File: src/rtl/core/swec_pkg.sv
// Package with the sizes, command codes and limits of the sliding-window event counter.
package swec_pkg;

  localparam int unsigned SLOTS     = 16;
  localparam int unsigned IDX_W     = (SLOTS > 1) ? $clog2(SLOTS) : 1;
  localparam int unsigned TIME_W    = 32;
  localparam int unsigned TIMEOUT_W = 31;
  localparam int unsigned COUNT_W   = 5;

  localparam logic [COUNT_W-1:0]   COUNT_MAX       = '1;
  localparam logic [TIMEOUT_W-1:0] TIMEOUT_DEFAULT = TIMEOUT_W'(1000);

  typedef enum logic {
    CMD_RECORD = 1'b0,
    CMD_QUERY  = 1'b1
  } cmd_e;

endpackage

File: src/rtl/core/sliding_window_event_counter.sv
// Sliding-window event counter: a slot table scanned one slot per cycle by a shared age unit.
//
// The block keeps SLOTS event timestamps, each with a valid bit. An item is
// accepted at a rising edge where start_i is high and busy_o is low; it holds
// a command (record or query) and the current time now_i.
// A record stores now_i in the lowest free slot, or else reuses the lowest slot
// whose age is strictly greater than the timeout; stored_o tells whether it did.
// A query returns in live_count_o how many valid slots are younger than the
// timeout and frees every other valid slot.
// One subtractor and two comparators form the shared age unit. The sequencer
// walks the table one slot per clock, scanning every slot for each item; the
// result appears on the cycle after the last scan, marked by a one-cycle
// done_o strobe. A new item can be accepted in the same cycle that done_o is
// high. The receiver cannot stall: each result is shown for exactly one cycle.
// The timeout register is written with window_timeout_we_i; the user must write
// it only while the block is idle, which the block itself does not enforce.
// Reset empties the table at once and loads a timeout of 1000.
module sliding_window_event_counter
  import swec_pkg::*;
(
  input  logic                 clk_i,
  input  logic                 rst_ni,
  input  logic                 start_i,
  output logic                 busy_o,
  input  logic                 command_i,
  input  logic [TIME_W-1:0]    now_i,
  input  logic                 window_timeout_we_i,
  input  logic [TIMEOUT_W-1:0] window_timeout_i,
  output logic                 done_o,
  output logic [COUNT_W-1:0]   live_count_o,
  output logic                 stored_o
);

  typedef enum logic {
    ST_IDLE,
    ST_SCAN
  } state_e;

  localparam logic [IDX_W-1:0] LAST_IDX = IDX_W'(SLOTS - 1);

  state_e               state_q;
  cmd_e                 cmd_q;
  logic [TIME_W-1:0]    now_q;
  logic [TIMEOUT_W-1:0] timeout_q;
  logic [IDX_W-1:0]     idx_q;
  logic [COUNT_W-1:0]   count_q;
  logic                 free_found_q;
  logic [IDX_W-1:0]     free_idx_q;
  logic                 exp_found_q;
  logic [IDX_W-1:0]     exp_idx_q;
  logic [SLOTS-1:0]     valid_q;
  logic [TIME_W-1:0]    slot_time_q [SLOTS];
  logic                 done_q;
  logic [COUNT_W-1:0]   live_count_q;
  logic                 stored_q;

  logic                 accept;
  logic                 last_slot;
  logic [TIME_W-1:0]    age;
  logic [TIME_W-1:0]    timeout_ext;
  logic                 cur_valid;
  logic                 cur_expired;
  logic                 cur_live;
  logic                 free_hit;
  logic [IDX_W-1:0]     free_idx;
  logic                 exp_hit;
  logic [IDX_W-1:0]     exp_idx;
  logic                 wr_en;
  logic [IDX_W-1:0]     wr_idx;

  assign busy_o       = (state_q != ST_IDLE);
  assign accept       = start_i && !busy_o;
  assign last_slot    = (idx_q == LAST_IDX);

  // Shared age unit: one wrapping subtract and the compares against the timeout.
  assign age          = now_q - slot_time_q[idx_q];
  assign timeout_ext  = {1'b0, timeout_q};
  assign cur_valid    = valid_q[idx_q];
  assign cur_expired  = cur_valid && (age > timeout_ext);
  assign cur_live     = cur_valid && (age < timeout_ext);

  // Lowest free slot wins over the lowest expired one, so the scan keeps both.
  assign free_hit     = free_found_q || !cur_valid;
  assign free_idx     = free_found_q ? free_idx_q : idx_q;
  assign exp_hit      = exp_found_q || cur_expired;
  assign exp_idx      = exp_found_q ? exp_idx_q : idx_q;

  assign wr_en  = (state_q == ST_SCAN) && last_slot && (cmd_q == CMD_RECORD)
                  && (free_hit || exp_hit);
  assign wr_idx = free_hit ? free_idx : exp_idx;

  always_ff @(posedge clk_i or negedge rst_ni) begin
    if (!rst_ni) begin
      state_q      <= ST_IDLE;
      cmd_q        <= CMD_RECORD;
      timeout_q    <= TIMEOUT_DEFAULT;
      idx_q        <= '0;
      count_q      <= '0;
      free_found_q <= 1'b0;
      free_idx_q   <= '0;
      exp_found_q  <= 1'b0;
      exp_idx_q    <= '0;
      valid_q      <= '0;
      done_q       <= 1'b0;
      live_count_q <= '0;
      stored_q     <= 1'b0;
    end else begin
      if (window_timeout_we_i) begin
        timeout_q <= window_timeout_i;
      end
      case (state_q)
        ST_IDLE: begin
          done_q <= 1'b0;
          if (accept) begin
            state_q      <= ST_SCAN;
            cmd_q        <= cmd_e'(command_i);
            idx_q        <= '0;
            count_q      <= '0;
            free_found_q <= 1'b0;
            exp_found_q  <= 1'b0;
          end
        end
        ST_SCAN: begin
          free_found_q <= free_hit;
          free_idx_q   <= free_idx;
          exp_found_q  <= exp_hit;
          exp_idx_q    <= exp_idx;
          done_q       <= last_slot;
          if (cmd_q == CMD_QUERY) begin
            if (cur_live && (count_q != COUNT_MAX)) begin
              count_q <= count_q + COUNT_W'(1);
            end
            if (cur_valid && !cur_live) begin
              valid_q[idx_q] <= 1'b0;
            end
          end
          if (wr_en) begin
            valid_q[wr_idx] <= 1'b1;
          end
          if (last_slot) begin
            state_q  <= ST_IDLE;
            stored_q <= wr_en;
            if (cmd_q == CMD_QUERY) begin
              live_count_q <= (cur_live && (count_q != COUNT_MAX))
                              ? count_q + COUNT_W'(1) : count_q;
            end else begin
              live_count_q <= '0;
            end
          end else begin
            idx_q <= idx_q + IDX_W'(1);
          end
        end
        default: begin
          state_q <= ST_IDLE;
          done_q  <= 1'b0;
        end
      endcase
    end
  end

  // Timestamps carry no reset: a slot time is only read while its valid bit is set.
  always_ff @(posedge clk_i) begin
    if (wr_en) begin
      slot_time_q[wr_idx] <= now_q;
    end
  end

  // The current time is payload and is captured when an item is accepted.
  always_ff @(posedge clk_i) begin
    if (accept) begin
      now_q <= now_i;
    end
  end

  assign done_o       = done_q;
  assign live_count_o = live_count_q;
  assign stored_o     = stored_q;

  a_done_idle : assert property (@(posedge clk_i) disable iff (!rst_ni)
    done_o |-> !busy_o)
    else $error("result strobe while the scan is still running");

  a_accept_busy : assert property (@(posedge clk_i) disable iff (!rst_ni)
    accept |=> busy_o && !done_o)
    else $error("accepted item did not start a scan");

  a_record_count : assert property (@(posedge clk_i) disable iff (!rst_ni)
    (done_o && (cmd_q == CMD_RECORD)) |-> (live_count_o == '0))
    else $error("record result carries a nonzero count");

  a_query_stored : assert property (@(posedge clk_i) disable iff (!rst_ni)
    (done_o && (cmd_q == CMD_QUERY)) |-> !stored_o)
    else $error("query result claims a stored event");

  a_query_valid : assert property (@(posedge clk_i) disable iff (!rst_ni)
    (done_o && (cmd_q == CMD_QUERY) && (SLOTS < 32))
      |-> (COUNT_W'($countones(valid_q)) == live_count_o))
    else $error("query count differs from the slots left valid");

endmodule

File: config.mk
export PLATFORM = sky130hd
export DESIGN_NAME = sliding_window_event_counter
export DESIGN_NICKNAME = d
export VERILOG_FILES = /design/src/rtl/core/swec_pkg.sv /design/src/rtl/core/sliding_window_event_counter.sv
export SDC_FILE = /design/constraint.sdc
export NUM_CORES = 1
export LEC_CHECK = 0
export BUFFER_PORTS_ARGS = -buffer_cell sky130_fd_sc_hd__buf_2
export CORE_MARGIN = 1
export CORE_UTILIZATION = 30
export CTS_CLUSTER_SIZE = 20
export DETAILED_ROUTE_END_ITERATION = 7
export PLACE_DENSITY = 0.44
export SLEW_MARGIN = 20
export SYNTH_ARGS = -nofsm -noshare
export SYNTH_HDL_FRONTEND = slang
export SYNTH_SLANG_ARGS = --single-unit
File: constraint.sdc
create_clock -name clk_i -period 19.4 [get_ports clk_i]
set_input_delay 0.97 -clock clk_i [delete_from_list [all_inputs] [get_ports clk_i]]
set_output_delay 0.97 -clock clk_i [all_outputs]
set_load 0.03 [all_outputs]
==> results of run 1 <==
-- Yosys cell counts, types with 4 or more instances --
library cell and count:
sky130_fd_sc_hd__dfstp_2 6, sky130_fd_sc_hd__o21a_1 6, sky130_fd_sc_hd__o31ai_1 19, sky130_fd_sc_hd__mux2i_1 7, sky130_fd_sc_hd__nor2_1 49, sky130_fd_sc_hd__a211oi_1 5, sky130_fd_sc_hd__mux4_2 163, sky130_fd_sc_hd__nand2_1 98
sky130_fd_sc_hd__buf_1 8, sky130_fd_sc_hd__nor3_1 7, sky130_fd_sc_hd__a21o_1 13, sky130_fd_sc_hd__nand4_1 5, sky130_fd_sc_hd__ha_1 69, sky130_fd_sc_hd__inv_1 78, sky130_fd_sc_hd__o211ai_1 4, sky130_fd_sc_hd__clkbuf_1 39
sky130_fd_sc_hd__o21ai_1 13, sky130_fd_sc_hd__xor2_1 9, sky130_fd_sc_hd__mux2_2 5, sky130_fd_sc_hd__a31oi_1 6, sky130_fd_sc_hd__a21oi_1 42, sky130_fd_sc_hd__dfrtp_1 69, sky130_fd_sc_hd__edfxtp_1 544, sky130_fd_sc_hd__o21bai_1 4
sky130_fd_sc_hd__and3_1 5, sky130_fd_sc_hd__o21ai_0 80, sky130_fd_sc_hd__nand3_1 17, sky130_fd_sc_hd__xnor2_1 22, sky130_fd_sc_hd__buf_2 9, sky130_fd_sc_hd__nor2b_1 7, sky130_fd_sc_hd__nand2b_1 12
-- cell families (layout without fill, tap and decap cells) --
logic type | count (synthesis) | count (layout) | share of synthesized area, %
compound gates | 216 | 216 | 5.04
xor+xnor | 31 | 31 | 1.04
fa+ha+maj | 70 | 70 | 3.40
buf+inv | 137 | 311 | 2.05
flops | 619 | 619 | 70.1
mux | 176 | 176 | 14.7
simple gates | 213 | 213 | 3.70
-- report_power, final --
group          leakage (nW)  switching (mW)  internal [mW]  total (mW)
combinational          3.31            1.06          0.798        1.86
clock                  1.13           0.547          0.792        1.34
sequential             5.83           0.127           1.54        1.67
-- worst max-delay path, cell delays in order, from the launching register on --
cell and delay [ns]:
sky130_fd_sc_hd__dfrtp_4 0.66, sky130_fd_sc_hd__buf_4 0.73, sky130_fd_sc_hd__buf_4 0.77, sky130_fd_sc_hd__buf_4 0.75, sky130_fd_sc_hd__mux4_2 0.61, sky130_fd_sc_hd__mux4_2 0.48, sky130_fd_sc_hd__inv_1 0.08, sky130_fd_sc_hd__ha_1 0.29
sky130_fd_sc_hd__a211o_1 0.34, sky130_fd_sc_hd__nor2_1 0.14, sky130_fd_sc_hd__nand2_1 0.10, sky130_fd_sc_hd__o21ai_0 0.41, sky130_fd_sc_hd__o31ai_1 0.21, sky130_fd_sc_hd__a311oi_1 0.41, sky130_fd_sc_hd__nand3b_1 0.21, sky130_fd_sc_hd__nand2_1 0.08
sky130_fd_sc_hd__xor2_1 0.16, sky130_fd_sc_hd__ha_1 0.33, sky130_fd_sc_hd__nand4_1 0.12, sky130_fd_sc_hd__nor4_1 0.40, sky130_fd_sc_hd__nand2_1 0.19, sky130_fd_sc_hd__a311oi_1 0.49, sky130_fd_sc_hd__nor2_1 0.12, sky130_fd_sc_hd__o21bai_1 0.23
sky130_fd_sc_hd__nand3_1 0.12, sky130_fd_sc_hd__nand4b_1 0.52, sky130_fd_sc_hd__nor2_4 0.24, sky130_fd_sc_hd__buf_4 0.52
-- state kept, by name, indices dropped and copies added, names as in the netlist --
signal        count
busy_o            1
cmd_q             1
count_q           5
done_o            1
exp_found_q       1
exp_idx_q         4
free_found_q      1
free_idx_q        4
idx_q             4
live_count_o      5
now_q            32
slot_time_q     512
stored_o          1
timeout_q        31
valid_q          16
-- worst min path at each step --
stage                       to             from  cells past startpoint
2_1_floorplan     exp_idx_q[0]     exp_idx_q[0]                      2
3_3_place_gp   live_count_o[3]  live_count_o[3]                      2
3_5_place_dp   live_count_o[3]  live_count_o[3]                      2
4_1_cts        live_count_o[3]  live_count_o[3]                      2
5_1_grt               idx_q[1]           rst_ni                      1
6_report              idx_q[1]           rst_ni                      1
-- final cells by class --
class / count / area (sq um)
inverter: 80 / 300
timing repair buffer: 100 / 569
clock inverter: 31 / 322
multi-input combinational: 706 / 7370
clock buffer: 100 / 2000
tap: 1144 / 1430
sequential: 619 / 18200
fill: 7989 / 55300
-- layer usage --
| metal | track usage, % | vias to the layer above | wire [um] |
|---|---|---|---|
| met4 | 4.83 | 0 | 1430 |
| met2 | 25.2 | 302 | 32400 |
| li1 | - | 6041 | - |
| met3 | 2.48 | 78 | 2690 |
| met1 | 22.3 | 7207 | 31800 |
| met5 | 0 | - | 0 |
==> impl_metrics.ini, run 1 <==
[status]
status = completed

[clock_network]
hold_fix_buffers_at_cts = 0
clock_tree.buffer_depth = 3
clock_sink_count = 619
tritoncts_clock_tree = yes
tritoncts.num_buffers = 73
cts.repair.resized = 0
cts_post_setup_buffers_inserted = 0
clkTransAtPathRegs_ns = 0.06
clock_latency_ns = 0.61
htree_levels = 3
cts.root.buffer_cell = sky130_fd_sc_hd__clkbuf_16

[timing]
final.setup_skew_ns = 0.0154
finalCritPeriodShare_pct = 52.5
pins_over_their_slew_limit = 0
final_hold_vio_count = 0
finalWorstPathRequiredPeriod_ns = 10.18
setup_viol = 0
tightest_slew_ns = 1.05
rsz0062_at_grt = false
fin_hold_ws_ns = 0.352
fmaxAchievable_mhz = 98.2
finalWorstSetupSlack_ns = 9.22
max_slew_margin_pct = 30.0
totalNegativeSetupSlack_ns = 0

[die]
starting_density_of_the_core_pct = 30.4
die_area_sq_um = 87800
num_rows = 107
core_outline_area_sq_um = 85500
ioPinCount = 76
die_x_um = 296
die_height_um = 296

[finish]
design_area_sq_um = 30200
antenna_cells = 0
finalNetCount = 1718
final_cell_mix = sky130_fd_sc_hd__edfxtp_1 (544), sky130_fd_sc_hd__mux4_2 (163), sky130_fd_sc_hd__nand2_1 (98), sky130_fd_sc_hd__o21ai_0 (80), sky130_fd_sc_hd__inv_1 (77)
area_delta_synth_final_pct = 16.2
drive_above_1_share_pct = 24.8
mostFrequentLayoutCell = sky130_fd_sc_hd__edfxtp_1
post-route-util_pct = 35.3
instances_no_fill = 2780

[grt]
largest_net_degree_at_the_start_of_global_routing = 76
global_route_usage_over_all_layers_pct = 15.8
globalRoute.totalOverflow = 0
grt_pass1_vias = 14200
wire_length_of_the_first_global_routing_pass_um = 99700
antenna_found_initial = 0

[yosys]
synth_area_per_cell_sq_um = 17.8
synth_flop_cell = sky130_fd_sc_hd__edfxtp_1
synth-warning-count = 0
ys_ff_latch = 619
netlist.area_leader.share_pct = 62.8
yosysTopAreaCell = sky130_fd_sc_hd__edfxtp_1
syn_nets = 1600
synth.distinct_cells = 64
synthCells = 1462
ys_async_sr_fraction_pct = 12.1
synth.cell_area_sq_um = 26000
synth-edff-count = 544
seq_total_area_yosys_pct = 70.1
synth_top_cells_by_area = sky130_fd_sc_hd__edfxtp_1 (63%), sky130_fd_sc_hd__mux4_2 (14%), sky130_fd_sc_hd__dfrtp_1 (6.6%), sky130_fd_sc_hd__ha_1 (3.3%), sky130_fd_sc_hd__o21ai_0 (1.5%)

[critical_path]
timing.setup.critical_path_class = register to register
worst_setup_ep_type = register
worst_reg_to_reg_cells = 27
arrival_ns = 10.41
rr_endpoint = slot_time_q[13][23]
timing.rr.start = idx_q[0]
critical_path_launch_point = idx_q[0]
timing.critical_path.to = slot_time_q[13][23]
critPathRequiredTime_ns = 19.63
start_kind = register
path_max_fanout = 42
rrSetupSlack_ns = 9.22

[drt]
totalWireLength_um = 68300
detail_route.iter0.violations = 1122
detail-route-antenna-nets = 0
drc = 0
post_drt_via_cell_ratio = 4.90
routed-via-count = 13600
dr.pass1.iters = 4
avgRoutedWirePerCell_um = 24.6

[power]
power_leakage_nw = 10.3
p_per_area_nw_per_um2 = 161
total_power_mw = 4.86
irDropWorstVdd_mv = 0.0851

[placed_design]
place_ws_ns = 9.00
numPlacedInstances = 2649
instance_area_at_placement_sq_um = 27900
detailedPlacementHpwl_um = 40900
port-buffer-count = 75
gp_routability_congestion = 0.787

[job]
timing.max_cap.violations = 0

[hold_path]
min_path_type = input pin to async pin
Power figures use the tool's default switching activity.
==> run 2: changes to the inputs <==
Clock period 19.4 ns to 10.3 ns, I/O delays scaled along.
==> run 2 against run 1 <==
- clock-buffer cell count up 3
- combinational power up 87%
- cell count up 0.18%
- via count up 0.16%
- largest power group unchanged
- first-iteration DRC count down 18%
- non-clock buffer count up 4
- sequential power up 88%
- utilization up 0.070 points
- worst hold slack worse by 0.27 ns
- total power up 88%
==> impl_metrics.ini, run 2 (synthesis gave the netlist of run 1 again) <==
[hold_path]
min_path_type = input pin to register

[drt]
detail_route.iter0.violations = 918
detail-route-antenna-nets = 0
avgRoutedWirePerCell_um = 24.1
totalWireLength_um = 67100
dr.pass1.iters = 5
routed-via-count = 13700
post_drt_via_cell_ratio = 4.90
drc = 0

[timing]
rsz0062_at_grt = false
pins_over_their_slew_limit = 0
final.setup_skew_ns = 0.0279
fin_hold_ws_ns = 0.0854
finalWorstPathRequiredPeriod_ns = 8.74
final_hold_vio_count = 0
finalCritPeriodShare_pct = 84.8
setup_viol = 0
totalNegativeSetupSlack_ns = 0
fmaxAchievable_mhz = 114
max_slew_margin_pct = 31.5
tightest_slew_ns = 1.02

[critical_path]
worst_setup_ep_type = register
critPathRequiredTime_ns = 10.53
path_max_fanout = 56
timing.setup.critical_path_class = register to register
start_kind = register
arrival_ns = 8.96

[die]
starting_density_of_the_core_pct = 30.4
die_x_um = 296
die_height_um = 296
num_rows = 107
core_outline_area_sq_um = 85500
ioPinCount = 76
die_area_sq_um = 87800

[finish]
antenna_cells = 0
finalNetCount = 1721
drive_above_1_share_pct = 24.6
biggest_register = slot_time_q
largestRegisters = slot_time_q x512, now_q x32, timeout_q x31
final_cell_mix = sky130_fd_sc_hd__edfxtp_1 (544), sky130_fd_sc_hd__mux4_2 (163), sky130_fd_sc_hd__nand2_1 (98), sky130_fd_sc_hd__o21ai_0 (80)
area_delta_synth_final_pct = 16.5
post-route-util_pct = 35.4
mostFrequentLayoutCell = sky130_fd_sc_hd__edfxtp_1
largest_register_ffs = 512

[clock_network]
htree_levels = 3
tritoncts_clock_tree = yes
tritoncts.num_buffers = 72
clock_sink_count = 619
cts.root.buffer_cell = sky130_fd_sc_hd__clkbuf_16
cts_post_setup_buffers_inserted = 0
cts.repair.resized = 0
clock_tree.buffer_depth = 3
clock_latency_ns = 0.61
clkTransAtPathRegs_ns = 0.06

[grt]
global_route_usage_over_all_layers_pct = 15.6
largest_net_degree_at_the_start_of_global_routing = 75
globalRoute.totalOverflow = 0
wire_length_of_the_first_global_routing_pass_um = 97800
antenna_found_initial = 1
grt_pass1_vias = 14300

[power]
power_leakage_nw = 10.3
p_per_area_nw_per_um2 = 302
irDropWorstVdd_mv = 0.177

[placed_design]
gp_routability_congestion = 0.798
port-buffer-count = 75
detailedPlacementHpwl_um = 38300

[job]
timing.max_cap.violations = 0

[status]
status = completed
run 2: cell types whose count changed in the layout (fill, tap and decap cells not counted), sizes merged:
| cell | change |
|---|---|
| dlygate4sd3 | +1 |
| clkbuf | +3 |
| inv | -1 |
| buf | +3 |
| clkinv | -1 |
run 2: cell type report:
type                    count  area (sq um)
flip-flops and latches    619         18200
clock buffers             103          2050
repair buffers            104           629
inverters                  80           300
multi-input cells         706          7370
well taps                1144          1430
fillers                  8062         55300
clock inverters            29           268
run 2: per-layer routing:
| layer | wire length [um] | track usage [%] |
|---|---|---|
| met1 | 31600 | 21.9 |
| met4 | 1550 | 5.13 |
| met2 | 31500 | 24.8 |
| met3 | 2460 | 2.20 |
| met5 | 0 | 0 |
run 2: timing repair:
item                                    in CTS  in global routing
hold buffers                                 1                  0
endpoints found under the hold margin        1                  0
endpoints found under the setup margin       0                  0
run 2: critical path, cell delays in order, from the launching register on:
cell and delay [ns]:
sky130_fd_sc_hd__dfrtp_4 0.91, sky130_fd_sc_hd__buf_12 0.47, sky130_fd_sc_hd__mux4_2 0.59, sky130_fd_sc_hd__mux4_2 0.47
sky130_fd_sc_hd__inv_1 0.07, sky130_fd_sc_hd__ha_1 0.22, sky130_fd_sc_hd__and3_1 0.22, sky130_fd_sc_hd__nand4_1 0.14
sky130_fd_sc_hd__o31ai_1 0.38, sky130_fd_sc_hd__o21ai_0 0.20, sky130_fd_sc_hd__o31ai_1 0.47, sky130_fd_sc_hd__a311oi_1 0.22
sky130_fd_sc_hd__nand3b_1 0.24, sky130_fd_sc_hd__nand2_1 0.11, sky130_fd_sc_hd__xor2_1 0.07, sky130_fd_sc_hd__ha_1 0.32
sky130_fd_sc_hd__nand4_1 0.13, sky130_fd_sc_hd__nor4_1 0.46, sky130_fd_sc_hd__nand2_1 0.30, sky130_fd_sc_hd__a311oi_1 0.51
sky130_fd_sc_hd__nor2_1 0.11, sky130_fd_sc_hd__o21bai_1 0.22, sky130_fd_sc_hd__nand3_1 0.12, sky130_fd_sc_hd__nand4b_1 0.49
sky130_fd_sc_hd__nor2_4 0.23, sky130_fd_sc_hd__buf_4 0.54
run 2: final timing paths:
path	start	endpoint	slack [ns]	cells past startpoint
min in group asynchronous	rst_ni	idx_q[1]	0.23	2
min reg2reg	live_count_o[2]	live_count_o[2]	0.48	2
max in group asynchronous	rst_ni	idx_q[0]	9.14	3
max reg2reg	idx_q[0]	slot_time_q[13][12]	1.56	25
max	idx_q[0]	slot_time_q[13][12]	1.56	25
min	now_i[1]	now_q[1]	0.09	1
run 2: through the flow:
step           area, sq um  instances  power [mW]  setup WS, ns
6_report             30300       2785        9.14          1.56
5_1_grt              30300       2785        9.71         0.748
4_1_cts              30300       2785        9.27          1.36
3_5_place_dp         27900       2652        6.71          1.41
3_3_place_gp         27900       2652        6.70          1.63
2_1_floorplan        26000       1462        5.61          2.17
run 2: power by group:
| group | leakage [nW] | internal, mW | total, mW | switching [mW] |
|---|---|---|---|---|
| registers | 5.83 | 2.90 | 3.14 | 0.244 |
| clock network | 1.13 | 1.51 | 2.52 | 1.01 |
| logic | 3.34 | 1.51 | 3.48 | 1.97 |
| total | 10.3 | 5.92 | 9.14 | 3.22 |
